File: config.mk
export PLATFORM = sky130hd
export DESIGN_NAME = aig_and_section_decoder
export DESIGN_NICKNAME = d
export VERILOG_FILES = /design/src/rtl/asd_pkg.sv /design/src/rtl/asd_front.sv /design/src/rtl/asd_queue.sv /design/src/rtl/asd_back.sv /design/src/rtl/aig_and_section_decoder.sv
export SDC_FILE = /design/constraint.sdc
export NUM_CORES = 1
export LEC_CHECK = 0
export BUFFER_PORTS_ARGS = -buffer_cell sky130_fd_sc_hd__buf_2
export CELL_PAD_IN_SITES_DETAIL_PLACEMENT = 2
export CELL_PAD_IN_SITES_GLOBAL_PLACEMENT = 2
export CORE_MARGIN = 2
export CORE_UTILIZATION = 40
export DETAILED_ROUTE_END_ITERATION = 10
export PLACE_DENSITY_LB_ADDON = 0.1
export SLEW_MARGIN = 20
export SYNTH_ARGS = -nofsm -noshare
export SYNTH_HDL_FRONTEND = slang
export SYNTH_SLANG_ARGS = --single-unit
File: constraint.sdc
create_clock -name clk_i -period 10.4 [get_ports clk_i]
set_input_delay 2.08 -clock clk_i [delete_from_list [all_inputs] [get_ports clk_i]]
set_output_delay 2.08 -clock clk_i [all_outputs]
set_load 0.1 [all_outputs]
File: src/rtl/asd_pkg.sv
// Shared constants and types for the AND-gate section decoder.
package asd_pkg;

  // Default literal width and the fixed widths of the ports.
  localparam int unsigned LiteralWidthDefault = 32;
  localparam int unsigned OutWidth            = 32;
  localparam int unsigned IndexWidth          = 31;
  localparam int unsigned ByteWidth           = 8;
  localparam int unsigned CfgIndexWidth       = 2;
  localparam int unsigned CfgDataWidth        = 32;

  // Packed number format: seven payload bits, bit seven marks a continuation.
  localparam int unsigned GroupBits = 7;
  localparam int unsigned ContBit   = 7;

  // Depth of the queue between the front and back parts.
  localparam int unsigned QueueDepth = 2;

  // Configuration register indexes.
  localparam logic [CfgIndexWidth-1:0] CfgFirstGateIndex = 2'd0;
  localparam logic [CfgIndexWidth-1:0] CfgGateCount      = 2'd1;

  // Reset values of the configuration registers.
  localparam logic [IndexWidth-1:0] FirstGateIndexReset = 31'd1;
  localparam logic [IndexWidth-1:0] GateCountReset      = 31'd0;

  // Side information that travels with each completed number.
  typedef struct packed {
    logic ovf;     // the number had set bits beyond the literal width
    logic second;  // the number is the second delta of its gate
    logic last;    // the number closes the final gate of the section
  } num_flags_t;

endpackage

File: src/rtl/asd_front.sv
// Front part: joins 7-bit groups into numbers and tags them per gate.
module asd_front #(
  parameter int unsigned LiteralWidth = asd_pkg::LiteralWidthDefault
) (
  input  logic                            clk_i,
  input  logic                            rst_ni,
  input  logic                            restart_i,
  input  logic [asd_pkg::IndexWidth-1:0]  gate_count_i,
  input  logic                            in_valid_i,
  output logic                            in_ready_o,
  input  logic [asd_pkg::ByteWidth-1:0]   data_byte_i,
  input  logic                            q_full_i,
  output logic                            push_o,
  output logic [LiteralWidth-1:0]         push_value_o,
  output asd_pkg::num_flags_t             push_flags_o
);

  localparam int unsigned MaxGroups = (LiteralWidth + asd_pkg::GroupBits - 1) /
                                      asd_pkg::GroupBits;
  localparam int unsigned GposW     = $clog2(MaxGroups + 1);
  localparam int unsigned ShW       = $clog2(MaxGroups * asd_pkg::GroupBits + 1);
  localparam int unsigned WideW     = LiteralWidth + asd_pkg::GroupBits;

  logic [LiteralWidth-1:0]        acc_q, acc_d;
  logic [GposW-1:0]               gpos_q, gpos_d;
  logic                           ovf_q, ovf_d;
  logic                           phase_q, phase_d;
  logic [asd_pkg::IndexWidth-1:0] rem_q, rem_d;

  logic [asd_pkg::GroupBits-1:0]  payload;
  logic [ShW-1:0]                 shift;
  logic [WideW-1:0]               wide;
  logic                           grp_ovf;
  logic [LiteralWidth-1:0]        acc_new;
  logic                           in_fire;
  logic                           active;

  assign in_ready_o = !q_full_i;
  assign in_fire    = in_valid_i && in_ready_o;
  assign active     = (rem_q != '0);

  // Place the payload of this beat at its group position.
  assign payload = data_byte_i[asd_pkg::GroupBits-1:0];
  assign shift   = ShW'(gpos_q) * ShW'(asd_pkg::GroupBits);
  assign wide    = WideW'(payload) << shift;
  assign grp_ovf = (shift >= ShW'(LiteralWidth)) ? (payload != '0)
                                                 : (wide[WideW-1:LiteralWidth] != '0);
  assign acc_new = acc_q | wide[LiteralWidth-1:0];

  // Completed numbers go to the queue together with their gate tags.
  assign push_o             = in_fire && active && !data_byte_i[asd_pkg::ContBit];
  assign push_value_o       = acc_new;
  assign push_flags_o.ovf    = ovf_q | grp_ovf;
  assign push_flags_o.second = phase_q;
  assign push_flags_o.last   = phase_q && (rem_q == asd_pkg::IndexWidth'(1));

  // Group assembly and section bookkeeping.
  always_comb begin
    acc_d   = acc_q;
    gpos_d  = gpos_q;
    ovf_d   = ovf_q;
    phase_d = phase_q;
    rem_d   = rem_q;
    if (restart_i) begin
      acc_d   = '0;
      gpos_d  = '0;
      ovf_d   = 1'b0;
      phase_d = 1'b0;
      rem_d   = gate_count_i;
    end else if (in_fire && active) begin
      if (data_byte_i[asd_pkg::ContBit]) begin
        acc_d = acc_new;
        ovf_d = ovf_q | grp_ovf;
        if (gpos_q < GposW'(MaxGroups)) begin
          gpos_d = gpos_q + GposW'(1);
        end
      end else begin
        acc_d   = '0;
        gpos_d  = '0;
        ovf_d   = 1'b0;
        phase_d = !phase_q;
        if (phase_q) begin
          rem_d = rem_q - asd_pkg::IndexWidth'(1);
        end
      end
    end
  end

  always_ff @(posedge clk_i or negedge rst_ni) begin
    if (!rst_ni) begin
      acc_q   <= '0;
      gpos_q  <= '0;
      ovf_q   <= 1'b0;
      phase_q <= 1'b0;
      rem_q   <= asd_pkg::GateCountReset;
    end else begin
      acc_q   <= acc_d;
      gpos_q  <= gpos_d;
      ovf_q   <= ovf_d;
      phase_q <= phase_d;
      rem_q   <= rem_d;
    end
  end

endmodule

File: src/rtl/asd_queue.sv
// Short first-in first-out queue between the front and back parts.
module asd_queue #(
  parameter int unsigned Width = 8,
  parameter int unsigned Depth = asd_pkg::QueueDepth
) (
  input  logic             clk_i,
  input  logic             rst_ni,
  input  logic             clr_i,
  input  logic             push_i,
  input  logic [Width-1:0] push_data_i,
  input  logic             pop_i,
  output logic             valid_o,
  output logic             full_o,
  output logic [Width-1:0] head_o
);

  localparam int unsigned PtrW = (Depth > 1) ? $clog2(Depth) : 1;
  localparam int unsigned CntW = $clog2(Depth + 1);

  logic [Width-1:0] mem_q [Depth];
  logic [PtrW-1:0]  wr_q, wr_d, rd_q, rd_d;
  logic [CntW-1:0]  cnt_q, cnt_d;

  assign valid_o = (cnt_q != '0);
  assign full_o  = (cnt_q == CntW'(Depth));
  assign head_o  = mem_q[rd_q];

  // Pointer and fill count update.
  always_comb begin
    wr_d  = wr_q;
    rd_d  = rd_q;
    cnt_d = cnt_q;
    if (clr_i) begin
      wr_d  = '0;
      rd_d  = '0;
      cnt_d = '0;
    end else begin
      if (push_i) begin
        wr_d = (wr_q == PtrW'(Depth - 1)) ? '0 : wr_q + PtrW'(1);
      end
      if (pop_i) begin
        rd_d = (rd_q == PtrW'(Depth - 1)) ? '0 : rd_q + PtrW'(1);
      end
      if (push_i && !pop_i) begin
        cnt_d = cnt_q + CntW'(1);
      end else if (pop_i && !push_i) begin
        cnt_d = cnt_q - CntW'(1);
      end
    end
  end

  always_ff @(posedge clk_i or negedge rst_ni) begin
    if (!rst_ni) begin
      wr_q  <= '0;
      rd_q  <= '0;
      cnt_q <= '0;
    end else begin
      wr_q  <= wr_d;
      rd_q  <= rd_d;
      cnt_q <= cnt_d;
    end
  end

  // Entry storage needs no reset.
  always_ff @(posedge clk_i) begin
    if (push_i && !clr_i) begin
      mem_q[wr_q] <= push_data_i;
    end
  end

endmodule

File: src/rtl/asd_back.sv
// Back part: turns delta pairs into gate, left and right literals.
module asd_back #(
  parameter int unsigned LiteralWidth = asd_pkg::LiteralWidthDefault
) (
  input  logic                            clk_i,
  input  logic                            rst_ni,
  input  logic                            restart_i,
  input  logic [asd_pkg::IndexWidth-1:0]  first_index_i,
  input  logic                            q_valid_i,
  input  logic [LiteralWidth-1:0]         q_value_i,
  input  asd_pkg::num_flags_t             q_flags_i,
  output logic                            pop_o,
  output logic                            out_valid_o,
  input  logic                            out_ready_i,
  output logic [asd_pkg::OutWidth-1:0]    gate_literal_o,
  output logic [asd_pkg::OutWidth-1:0]    left_literal_o,
  output logic [asd_pkg::OutWidth-1:0]    right_literal_o,
  output logic                            bad_delta_o,
  output logic                            overflow_o,
  output logic                            last_gate_o
);

  localparam int unsigned OW   = asd_pkg::OutWidth;
  localparam int unsigned ExtW = (LiteralWidth > OW) ? LiteralWidth : OW;

  logic [asd_pkg::IndexWidth-1:0] idx_q, idx_d;
  logic [LiteralWidth-1:0]        held_q, held_d;
  logic                           bad_q, bad_d;
  logic                           ovf_q, ovf_d;

  logic                           out_valid_q, out_valid_d;
  logic [OW-1:0]                  gate_q, gate_d, left_q, left_d, right_q, right_d;
  logic                           obad_q, obad_d, oovf_q, oovf_d, olast_q, olast_d;

  logic [OW-1:0]                  gate_full;
  logic [LiteralWidth-1:0]        gate_lw;
  logic                           gate_ovf;
  logic [LiteralWidth-1:0]        left_new;
  logic [LiteralWidth-1:0]        right_new;
  logic                           out_free;

  // Gate literal at the literal width, with its own overflow check.
  assign gate_full = {idx_q, 1'b0};
  assign gate_lw   = LiteralWidth'(ExtW'(gate_full));
  assign gate_ovf  = ((gate_full >> LiteralWidth) != '0);

  assign left_new  = gate_lw - q_value_i;
  assign right_new = held_q - q_value_i;

  // A first delta never waits; a second one needs room in the output register.
  assign out_free = !out_valid_q || out_ready_i;
  assign pop_o    = q_valid_i && (!q_flags_i.second || out_free);

  always_comb begin
    idx_d       = idx_q;
    held_d      = held_q;
    bad_d       = bad_q;
    ovf_d       = ovf_q;
    out_valid_d = out_valid_q && !out_ready_i;
    gate_d      = gate_q;
    left_d      = left_q;
    right_d     = right_q;
    obad_d      = obad_q;
    oovf_d      = oovf_q;
    olast_d     = olast_q;
    if (restart_i) begin
      idx_d       = first_index_i;
      held_d      = '0;
      bad_d       = 1'b0;
      ovf_d       = 1'b0;
      out_valid_d = 1'b0;
    end else if (pop_o) begin
      if (!q_flags_i.second) begin
        // First delta: form the left literal and hold it.
        held_d = left_new;
        bad_d  = bad_q | (q_value_i == '0) | (q_value_i > gate_lw);
        ovf_d  = ovf_q | q_flags_i.ovf | gate_ovf;
      end else begin
        // Second delta: finish the gate and load the output register.
        out_valid_d = 1'b1;
        gate_d      = OW'(ExtW'(gate_lw));
        left_d      = OW'(ExtW'(held_q));
        right_d     = OW'(ExtW'(right_new));
        obad_d      = bad_q | (q_value_i > held_q);
        oovf_d      = ovf_q | q_flags_i.ovf | gate_ovf;
        olast_d     = q_flags_i.last;
        held_d      = '0;
        bad_d       = 1'b0;
        ovf_d       = 1'b0;
        idx_d       = idx_q + asd_pkg::IndexWidth'(1);
      end
    end
  end

  always_ff @(posedge clk_i or negedge rst_ni) begin
    if (!rst_ni) begin
      idx_q       <= asd_pkg::FirstGateIndexReset;
      held_q      <= '0;
      bad_q       <= 1'b0;
      ovf_q       <= 1'b0;
      out_valid_q <= 1'b0;
    end else begin
      idx_q       <= idx_d;
      held_q      <= held_d;
      bad_q       <= bad_d;
      ovf_q       <= ovf_d;
      out_valid_q <= out_valid_d;
    end
  end

  // Result payload register.
  always_ff @(posedge clk_i) begin
    gate_q  <= gate_d;
    left_q  <= left_d;
    right_q <= right_d;
    obad_q  <= obad_d;
    oovf_q  <= oovf_d;
    olast_q <= olast_d;
  end

  assign out_valid_o     = out_valid_q;
  assign gate_literal_o  = gate_q;
  assign left_literal_o  = left_q;
  assign right_literal_o = right_q;
  assign bad_delta_o     = obad_q;
  assign overflow_o      = oovf_q;
  assign last_gate_o     = olast_q;

endmodule

File: src/rtl/aig_and_section_decoder.sv
// Top level of the AND-gate section decoder.
//
//   Channel  Direction  Handshake                Payload
//   cfg      in         cfg_valid_i/cfg_ready_o  cfg_index_i, cfg_data_i
//   in       in         in_valid_i/in_ready_o    data_byte_i
//   out      out        out_valid_o/out_ready_i  gate/left/right literal, flags
//
// One byte beat is taken per cycle. The number that ends a gate's second delta is
// pushed into the queue, then popped into the output register. A two-entry queue
// sits between the byte assembler and the literal unit, so input beats keep
// flowing while the output register waits; input stalls only when that queue is
// full. Reset needs no clearing pass; a write of gate_count restarts decoding at once.
module aig_and_section_decoder #(
  parameter int unsigned LiteralWidth = asd_pkg::LiteralWidthDefault
) (
  input  logic                               clk_i,
  input  logic                               rst_ni,
  input  logic                               cfg_valid_i,
  output logic                               cfg_ready_o,
  input  logic [asd_pkg::CfgIndexWidth-1:0]  cfg_index_i,
  input  logic [asd_pkg::CfgDataWidth-1:0]   cfg_data_i,
  input  logic                               in_valid_i,
  output logic                               in_ready_o,
  input  logic [asd_pkg::ByteWidth-1:0]      data_byte_i,
  output logic                               out_valid_o,
  input  logic                               out_ready_i,
  output logic [asd_pkg::OutWidth-1:0]       gate_literal_o,
  output logic [asd_pkg::OutWidth-1:0]       left_literal_o,
  output logic [asd_pkg::OutWidth-1:0]       right_literal_o,
  output logic                               bad_delta_o,
  output logic                               overflow_o,
  output logic                               last_gate_o
);

  localparam int unsigned EntryW = LiteralWidth + $bits(asd_pkg::num_flags_t);

  logic [asd_pkg::IndexWidth-1:0] first_idx_q, first_idx_d;
  logic                           cfg_fire;
  logic                           restart;

  logic                           push, pop, q_valid, q_full;
  logic [LiteralWidth-1:0]        push_value, head_value;
  asd_pkg::num_flags_t            push_flags, head_flags;
  logic [EntryW-1:0]              head_entry;

  // Configuration writes are always taken.
  assign cfg_ready_o = 1'b1;
  assign cfg_fire    = cfg_valid_i && cfg_ready_o;
  assign restart     = cfg_fire && (cfg_index_i == asd_pkg::CfgGateCount);

  always_comb begin
    first_idx_d = first_idx_q;
    if (cfg_fire && (cfg_index_i == asd_pkg::CfgFirstGateIndex)) begin
      first_idx_d = cfg_data_i[asd_pkg::IndexWidth-1:0];
    end
  end

  always_ff @(posedge clk_i or negedge rst_ni) begin
    if (!rst_ni) begin
      first_idx_q <= asd_pkg::FirstGateIndexReset;
    end else begin
      first_idx_q <= first_idx_d;
    end
  end

  // Byte assembler.
  asd_front #(
    .LiteralWidth (LiteralWidth)
  ) u_front (
    .clk_i        (clk_i),
    .rst_ni       (rst_ni),
    .restart_i    (restart),
    .gate_count_i (cfg_data_i[asd_pkg::IndexWidth-1:0]),
    .in_valid_i   (in_valid_i),
    .in_ready_o   (in_ready_o),
    .data_byte_i  (data_byte_i),
    .q_full_i     (q_full),
    .push_o       (push),
    .push_value_o (push_value),
    .push_flags_o (push_flags)
  );

  // Queue of completed numbers.
  asd_queue #(
    .Width (EntryW),
    .Depth (asd_pkg::QueueDepth)
  ) u_queue (
    .clk_i       (clk_i),
    .rst_ni      (rst_ni),
    .clr_i       (restart),
    .push_i      (push),
    .push_data_i ({push_value, push_flags}),
    .pop_i       (pop),
    .valid_o     (q_valid),
    .full_o      (q_full),
    .head_o      (head_entry)
  );

  assign head_value = head_entry[EntryW-1:$bits(asd_pkg::num_flags_t)];
  assign head_flags = head_entry[$bits(asd_pkg::num_flags_t)-1:0];

  // Literal unit and output register.
  asd_back #(
    .LiteralWidth (LiteralWidth)
  ) u_back (
    .clk_i           (clk_i),
    .rst_ni          (rst_ni),
    .restart_i       (restart),
    .first_index_i   (first_idx_q),
    .q_valid_i       (q_valid),
    .q_value_i       (head_value),
    .q_flags_i       (head_flags),
    .pop_o           (pop),
    .out_valid_o     (out_valid_o),
    .out_ready_i     (out_ready_i),
    .gate_literal_o  (gate_literal_o),
    .left_literal_o  (left_literal_o),
    .right_literal_o (right_literal_o),
    .bad_delta_o     (bad_delta_o),
    .overflow_o      (overflow_o),
    .last_gate_o     (last_gate_o)
  );

endmodule
==> impl_metrics.tcl, run 1 <==
set metrics [dict create \
    crit_buf_inv 1 \
    m1WireLength_um 24600 \
    cts_resized 0 \
    max_freq_mhz 217 \
    cts_tree "yes" \
    rsz0062_at_grt "no" \
    dieArea_um2 44500 \
    ys_warn_count 0 \
    hold_viol 0 \
    slowest_stage "mux2i_1" \
    worstHoldPathType "reg -> reg" \
    first_global_vias 13628 \
    crit_type "reg -> reg" \
    power_density_nw_per_um2 352 \
    synth-seq-area-share 0.541 \
    core-area_um2 42100 \
    die_h_um 211 \
    grt_max_degree 73 \
    synth.distinct_cells 81 \
    top_layer "met4" \
    fin_crit_sh 0.443 \
    postRouteAntennaNets 0 \
    max_cap_viol_count 0 \
    yosysTopAreaCellShare 0.294 \
    route.met3.wl_um 2040 \
    htreeDepth 2 \
    grt_pass1_wl_um 82900 \
    finalSetupTns_ps 0 \
    dpl.cell_count 2152 \
    syn_inst 1513 \
    p_leak_nw 8.26 \
    synth-edff-count 168 \
    grt-ovfl-total 0 \
    slew_viol_final 0 \
    cts_buffer_depth 3 \
    worstSkewPairLatency_ps 550 \
    drt_iter0_markers 675 \
    routabilityCongestion 0.874 \
    nets 1780 \
    area_delta_synth_final_pct 15.0 \
    root_buffer "clkbuf_16" \
    cts_setup_buffers 0 \
    dp_hpwl_um 40100 \
    via_per_inst 5.70 \
    drtPass1Iterations 5 \
    synth.avg_cell_area_um2 11.3 \
    drive_gt1_frac 0.168 \
    drt-total-wl_um 53600 \
    cts.clk_slew.worst_paths_ps 60 \
    cp-start-kind "register" \
    drc 0 \
    synthFlopType "edfxtp_1" \
    row_count 75 \
    antenna_found_initial 0 \
    setup_viol 0 \
    tightest_slew_ps 1050 \
    start_util 0.407 \
    end_kind "register" \
    critPathMaxStageDelay_ps 790 \
    vias 12671 \
    yosysMostFrequentCell "edfxtp_1" \
    ctsHoldBuffers 0 \
    io_buffers 145 \
    track_usage 0.244 \
    numClockSinks 337 \
    clock_skew_ps 16.0 \
    crit_path_max_fanout 38 \
    finalPower_w 0.00694 \
    path_common_cell "o31a_1" \
    critPathRequiredTime_ps 10690 \
    wire_per_inst_um 24.1 \
    period_needed_ps 4610 \
    numCtsBuffers 40 \
    netlist_area_um2 17100 \
    ioPinCount 149 \
    relSlewSlack 0.283 \
    wl_met2_um 25600 \
    antennaDiodeCount 0 \
    critPathArrivalTime_ps 4900 \
    crit_chain "buf_4 > mux2i_1 > ha_1 > o21a_1 > o31a_1 > o31a_1 > o211a_1 > a211oi_1 > o21ai_0 > xor2_1" \
    synthTopCellsByArea "edfxtp_1 29%, dfrtp_1 24%, ha_1 5.4%" \
    syn_nets 1638 \
    path_delay_family "compound AO/OA/AOI/OAI gates" \
    nFillCells 4244 \
    status "completed" \
    ys_top_cells_by_count "168 x edfxtp_1, 167 x dfrtp_1, 153 x nand2_1" \
    final_cells 2224 \
    ir_drop_mv 0.214 \
    die_w_um 211 \
    synth.ff_latch_count 337 \
    synthArstFlopShare 0.501 \
    synth_area_leader_cell "edfxtp_1" \
]
-- per-layer routing --
metal	vias up	GRT usage
met3	84	0.0387
met1	6470	0.329
met5	-	0
met4	0	0.0709
met2	221	0.409
li1	5896	-
-- per-stage QoR --
stage                     hold WS (ps)  worst slack, ps   util  cell area, um^2
after floorplan                    446              181      -            17100
after CTS                          487             5830  0.468            19700
final                              490             5790  0.468            19700
after detailed placement           474             5800  0.438            18400
after global placement             464             5890  0.438            18400
after global routing               508             5560  0.468            19700
-- tightest hold or removal path, delay by kind of cell (launching register included) --
kind | cells | cell delay (ps)
flops | 1 | 340
simple gates | 1 | 50
compound gates | 1 | 60
-- power by group --
part	leakage, nW	switching [W]	internal, W
clock network	0.615	0.000563	0.000830
logic	3.92	0.00247	0.000909
registers	3.72	0.000281	0.00189
-- final cells by class --
| type | count | area [um^2] | share of cell area |
|---|---|---|---|
| multi-input combinational | 1086 | 7530 | 0.382 |
| clock inverter | 19 | 198 | 0.0100 |
| sequential | 337 | 9280 | 0.471 |
| inverter | 31 | 116 | 0.00590 |
| tap | 539 | 674 | 0.0342 |
| timing repair buffer | 159 | 837 | 0.0425 |
| clock buffer | 53 | 1080 | 0.0548 |
-- cells in the final DEF, fill, tap and decap left out, types with 11 or more instances in the layout --
master / instances
dfrtp_1: 166
a21oi_1: 82
a21o_1: 65
mux2i_1: 37
buf_2: 144
and3_1: 17
xnor2_1: 56
a32o_1: 30
mux2_2: 34
xor2_1: 54
nand3_1: 37
nand2b_1: 11
nand4_1: 21
o21ai_1: 12
nand2_1: 153
clkbuf_1: 11
o21ai_0: 105
ha_1: 74
inv_1: 31
buf_4: 14
nor3_1: 36
clkbuf_16: 41
edfxtp_1: 168
nor2_1: 75
nor4_1: 14
or3_1: 12
-- final timing paths --
check	start	endpoint	slack, ps	cells past startpoint
min reg2reg	first_idx_q[4]	u_back.idx_q[4]	490	2
max in group asynchronous	rst_ni	u_front.acc_q[24]	7670	2
min	first_idx_q[4]	u_back.idx_q[4]	490	2
max reg2reg	u_queue.rd_q	u_back.right_literal_o[28]	5790	10
max	u_queue.rd_q	u_back.right_literal_o[28]	5790	10
min in group asynchronous	rst_ni	first_idx_q[19]	1500	1
-- kinds of logic (layout without fill, tap and decap cells) --
kind of cell,Yosys count,in the layout,synth area share
simple gates,435,435,0.126
compound gates,389,389,0.151
flops,337,337,0.541
xor+xnor,110,110,0.0562
buf+inv,90,262,0.0217
fa+ha+maj,78,78,0.0587
mux,72,72,0.0447
other cells,2,2,0.000438
-- flip-flops by register name, indices dropped and copies added, names as in the netlist, 31 cells and up --
signal                  count
u_back.right_literal_o     32
u_back.idx_q               31
u_front.rem_q              31
u_back.held_q              32
first_idx_q                31
u_front.acc_q              32
u_back.left_literal_o      32
u_queue.mem_q              70
u_back.gate_literal_o      31
No activity file was read; power rests on OpenSTA's default activity.
==> run 2: changes to the inputs <==
- ABC_AREA: not set -> 1
- CORE_UTILIZATION: 40 -> 37
- clock period: 10.4 -> 4.7 ns (I/O delays scaled with it)
==> run 2 against run 1 <==
First-iteration DRC count rose by 41%. Design area rose by 11%. Sequential share of layout area fell by 4.6 points. Sequential cell count did not move. Critical path depth rose by 1. Core utilization fell by 3.4 points. Via count rose by 33%. Fmax rose by 11%. Critical path type unchanged. Largest cell class unchanged.
==> impl_metrics.tcl, run 2 <==
set metrics [dict create \
    status "completed" \
    clock_skew_ps 23.1 \
    via_per_inst 5.34 \
    io_buffers 145 \
    synth.ff_latch_count 337 \
    largest_reg_flops 70 \
    critPathRequiredTime_ps 5030 \
    synth-adder-area-share 0.0531 \
    drc 0 \
    fin_crit_sh 0.885 \
    grt_max_degree 85 \
    die_w_um 230 \
    htreeDepth 2 \
    register_area_um2 9280 \
    crit_path_max_fanout 57 \
    tightest_slew_ps 1100 \
    grt_pass1_wl_um 111000 \
    syn_inst 2286 \
    drtPass1Iterations 5 \
    drive_gt1_frac 0.134 \
    cp-start-kind "register" \
    synthFlopType "edfxtp_1" \
    nets 2578 \
    synth.avg_cell_area_um2 8.29 \
    slowest_stage "o21ai_0" \
    cts.clk_slew.worst_paths_ps 70 \
    synthXorXnorAreaFrac 0.0254 \
    yosysTopAreaCellShare 0.266 \
    worstHoldPathType "in -> async" \
    synth-seq-area-share 0.490 \
    use_met3 0.0308 \
    numCtsBuffers 41 \
    finalSetupTns_ps 0 \
    final_common_cell "nand2_1" \
    nFillCells 5746 \
    largest-register "u_queue.mem_q" \
    relSlewSlack 0.266 \
    ctsHoldBuffers 0 \
    cts_buffer_depth 3 \
    root_buffer "clkbuf_16" \
    die_h_um 230 \
    syn_nets 2411 \
    final_core_util 0.434 \
    ys_top_cells_by_count "644 x nand2_1, 260 x inv_1, 203 x nor2_1" \
    setup_viol 0 \
    reg2reg_slack_ps 540 \
    slew_viol_final 0 \
    dp_hpwl_um 55000 \
    postRouteAntennaNets 0 \
    multi_input_area_um2 8360 \
    antenna_found_initial 2 \
    crit_type "reg -> reg" \
    crit_chain "buf_4 > nand2_1 > o21ai_1 > inv_1 > fa_1 > o21ai_0 > a21oi_1 > o21ai_0 > nand2_1 > nand3_1 > nand2_1" \
    cts_tree "yes" \
    synthArstFlopShare 0.501 \
    worstSkewPairLatency_ps 590 \
    netlist_area_um2 18900 \
    reg2reg_from "u_queue.rd_q" \
    drt-total-wl_um 72500 \
    ioPinCount 149 \
    synth_compound_area_frac 0.103 \
    synth_top_family_by_area "simple AND/OR/NAND/NOR gates" \
    row_count 82 \
    synth_mux_area_frac 0.0118 \
    period_needed_ps 4160 \
    end_kind "register" \
    vias 16859 \
    area_delta_synth_final_pct 15.4 \
    start_util 0.376 \
    yosysMostFrequentCell "nand2_1" \
    cp-endpoint "u_back.right_literal_o[24]" \
    max_freq_mhz 240 \
    yosys.area_share.simple 0.247 \
    met1_usage 0.357 \
    crit_path_start "u_queue.rd_q" \
    synth_area_leader_cell "edfxtp_1" \
    track_usage 0.275 \
    dieArea_um2 53000 \
    critPathMaxStageDelay_ps 760 \
    synth.distinct_cells 51 \
    core-area_um2 50400 \
    synth-edff-count 168 \
    rsz0062_at_grt "no" \
    synthTopCellsByArea "edfxtp_1 27%, dfrtp_1 22%, nand2_1 13%" \
    path_common_cell "nand2_1" \
    routabilityCongestion 0.901 \
    grt-ovfl-total 0 \
    grt_use_met2 0.478 \
    reg2reg_depth 11 \
    numClockSinks 337 \
    busiest_layer "met2" \
    ys_warn_count 0 \
    critPathArrivalTime_ps 4490 \
    cts_resized 0 \
    first_global_vias 18575 \
    drt_iter0_markers 951 \
    wire_per_inst_um 22.9 \
    layout_common_cells "644 x nand2_1, 260 x inv_1, 201 x nor2_1" \
    r2r-end "u_back.right_literal_o[24]" \
    max_cap_viol_count 0 \
    hold_viol 0 \
    cts_setup_buffers 0 \
]
-- run 2: stage by stage --
step / setup WS [ps] / instance area (um^2) / instances / hold WS, ps
floorplan: 352 / 19000 / 2286 / 425
CTS: 565 / 21800 / 3156 / 320
global route: 265 / 21900 / 3158 / 347
global placement: 876 / 20500 / 3080 / 440
finish: 540 / 21900 / 3159 / 323
detailed placement: 701 / 20500 / 3080 / 475
-- run 2: how the worst min path moves through the flow --
| stage | start | endpoint | slack, ps | cells after the start |
|---|---|---|---|---|
| 3_5_place_dp | u_back.held_q[4] | u_back.left_literal_o[4] | 480 | 0 |
| 5_1_grt | rst_ni | u_front.rem_q[20] | 350 | 1 |
| 3_3_place_gp | u_back.held_q[0] | u_back.left_literal_o[0] | 440 | 0 |
| 4_1_cts | rst_ni | u_front.phase_q | 320 | 1 |
| 2_1_floorplan | u_back.held_q[0] | u_back.left_literal_o[0] | 420 | 0 |
| 6_report | rst_ni | u_front.phase_q | 320 | 1 |
-- run 2: final cells by class --
class | instances | share of cell area
repair buffers | 179 | 0.0469
flip-flops and latches | 337 | 0.424
multi-input cells | 1622 | 0.383
well taps | 672 | 0.0385
clock buffers | 55 | 0.0531
clock inverters | 21 | 0.00767
inverters | 272 | 0.0467
diodes | 1 | 0.000114
-- run 2: metal layers --
metal	vias to the layer above	wire, um
li1	7851	-
met1	8608	32300
met2	288	35600
met3	108	2560
met4	4	2050
met5	-	27
-- run 2: cell families after synthesis --
group | count (synthesis)
other cells | 2
xor+xnor | 55
buf+inv | 327
simple gates | 1107
mux | 20
flops | 337
fa+ha+maj | 78
compound gates | 360
-- run 2: critical path: cells and delay by family (launching register included) --
| family | cells | cell delay [ps] |
|---|---|---|
| AO/OA/AOI/OAI | 4 | 1900 |
| adder cells (fa/ha/maj) | 1 | 460 |
| buffers and inverters | 2 | 600 |
| flip-flops | 1 | 380 |
| AND/OR/NAND/NOR | 4 | 530 |
Power of run 2 is not shown: default switching activity piles up to over one toggle a cycle in this logic, so the estimate is an artifact.
==> run 3: changes to the inputs <==
- CORE_MARGIN: 2 -> 5
- clock period: 4.7 -> 4.6 ns (I/O delays scaled with it)
==> run 3 against run 2 <==
Worst hold slack gained 65 ps. Via count down 0.49%. Clock-buffer cell count up 2. Critical endpoint is now u_back.right_literal_o[20]. Largest cell class unchanged.
==> impl_metrics.tcl, run 3 (synthesis results as in run 2) <==
set metrics [dict create \
    status "completed" \
    drtPass1Iterations 4 \
    route.met3.wl_um 3050 \
    multi_input_area_um2 8360 \
    layout_common_cells "644 x nand2_1, 260 x inv_1, 201 x nor2_1" \
    crit_type "reg -> reg" \
    final_area_um2 21800 \
    row_count 83 \
    reg2reg_depth 12 \
    io_buffers 145 \
    dieArea_um2 55800 \
    place_area_um2 20500 \
    nFillCells 5828 \
    slowest_stage "o21ai_0" \
    wire_per_inst_um 22.8 \
    cts.clk_slew.worst_paths_ps 60 \
    slew_viol_final 0 \
    track_usage 0.254 \
    via_per_inst 5.30 \
    antennaDiodeCount 0 \
    drt_iter0_markers 741 \
    critPathMaxStageDelay_ps 830 \
    rsz0062_at_grt "no" \
    cts_tree "yes" \
    cp-start-kind "register" \
    max_freq_mhz 279 \
    cts_setup_buffers 0 \
    core-area_um2 51000 \
    drt-total-wl_um 72100 \
    crit_path_max_fanout 57 \
    reg2reg_from "u_queue.rd_q" \
    numCtsBuffers 42 \
    max_cap_viol_count 0 \
    antenna_found_initial 2 \
    crit_path_start "u_queue.rd_q" \
    path_delay_family "compound AO/OA/AOI/OAI gates" \
    dp_hpwl_um 54900 \
    die_h_um 236 \
    vias 16776 \
    routabilityCongestion 0.874 \
    crit_chain "buf_4 > o21ai_0 > ha_1 > a21oi_1 > o21ai_0 > buf_4 > a21oi_1 > o21bai_1 > nand2_1 > nand3_1 > nand2_1 > nand2_1" \
    largest-register "u_queue.mem_q" \
    fin_crit_sh 0.779 \
    worst_hold_slack_ps 388 \
    grt_max_degree 72 \
    top_layer "met4" \
    first_global_vias 18578 \
    grt_pass1_wl_um 111000 \
    numClockSinks 337 \
    worstSkewPairLatency_ps 580 \
    register_area_um2 9280 \
    m1WireLength_um 31900 \
    ctsHoldBuffers 0 \
    wl_met2_um 35700 \
    period_needed_ps 3580 \
    die_w_um 236 \
    crit_cells 12 \
    drc 0 \
    critPathArrivalTime_ps 3900 \
    finalSetupTns_ps 0 \
    path_common_cell "nand2_1" \
    final_common_cell "nand2_1" \
    start_util 0.372 \
    worstHoldPathType "in -> async" \
    grt-ovfl-total 0 \
    relSlewSlack 0.278 \
    htreeDepth 2 \
    critPathRequiredTime_ps 4920 \
    tightest_slew_ps 1080 \
    nets 2577 \
    end_kind "register" \
    root_buffer "clkbuf_16" \
    setup_viol 0 \
    crit_buf_inv 2 \
    postRouteAntennaNets 0 \
    drive_gt1_frac 0.132 \
    ioPinCount 149 \
    area_delta_synth_final_pct 15.2 \
    cts_resized 0 \
    hold_viol 0 \
    clock_skew_ps 25.4 \
    cts_buffer_depth 3 \
    largest_reg_flops 70 \
]
run 3: final cells by class:
cell class,instances,area share
sequential,337,0.425
clock buffer,57,0.0546
timing repair buffer,177,0.0451
clock inverter,21,0.00614
multi-input combinational,1622,0.383
inverter,272,0.0468
tap,680,0.0390
run 3: layer usage:
layer | GRT usage | vias to the layer above
li1 | - | 7854
met1 | 0.332 | 8554
met2 | 0.448 | 277
met3 | 0.0412 | 91
met4 | 0.0542 | 0
met5 | 0 | -
run 3: final timing paths:
path                                         endpoint  slack [ps]
max                        u_back.right_literal_o[20]        1020
min                                 u_front.rem_q[17]         390
max reg2reg                u_back.right_literal_o[20]        1020
min reg2reg                  u_back.left_literal_o[0]         470
max in group asynchronous              first_idx_q[0]        3100
min in group clk_i           u_back.left_literal_o[0]         470
run 3: through the flow:
stage	util	setup WS, ps	instances
after CTS	0.428	1030	3166
after detailed placement	0.402	1020	3088
after floorplan	-	272	2286
after global routing	0.428	724	3166
final	0.428	1020	3166
after global placement	0.402	1140	3088
run 3: worst reg2reg max path: stages (launching register included):
cell	delay [ps]
dfrtp_1	390
buf_4	310
o21ai_0	840
ha_1	430
a21oi_1	130
o21ai_0	90
buf_4	160
a21oi_1	330
o21bai_1	270
nand2_1	150
nand3_1	80
nand2_1	70
nand2_1	70
Power of run 3 is left out for the same reason.
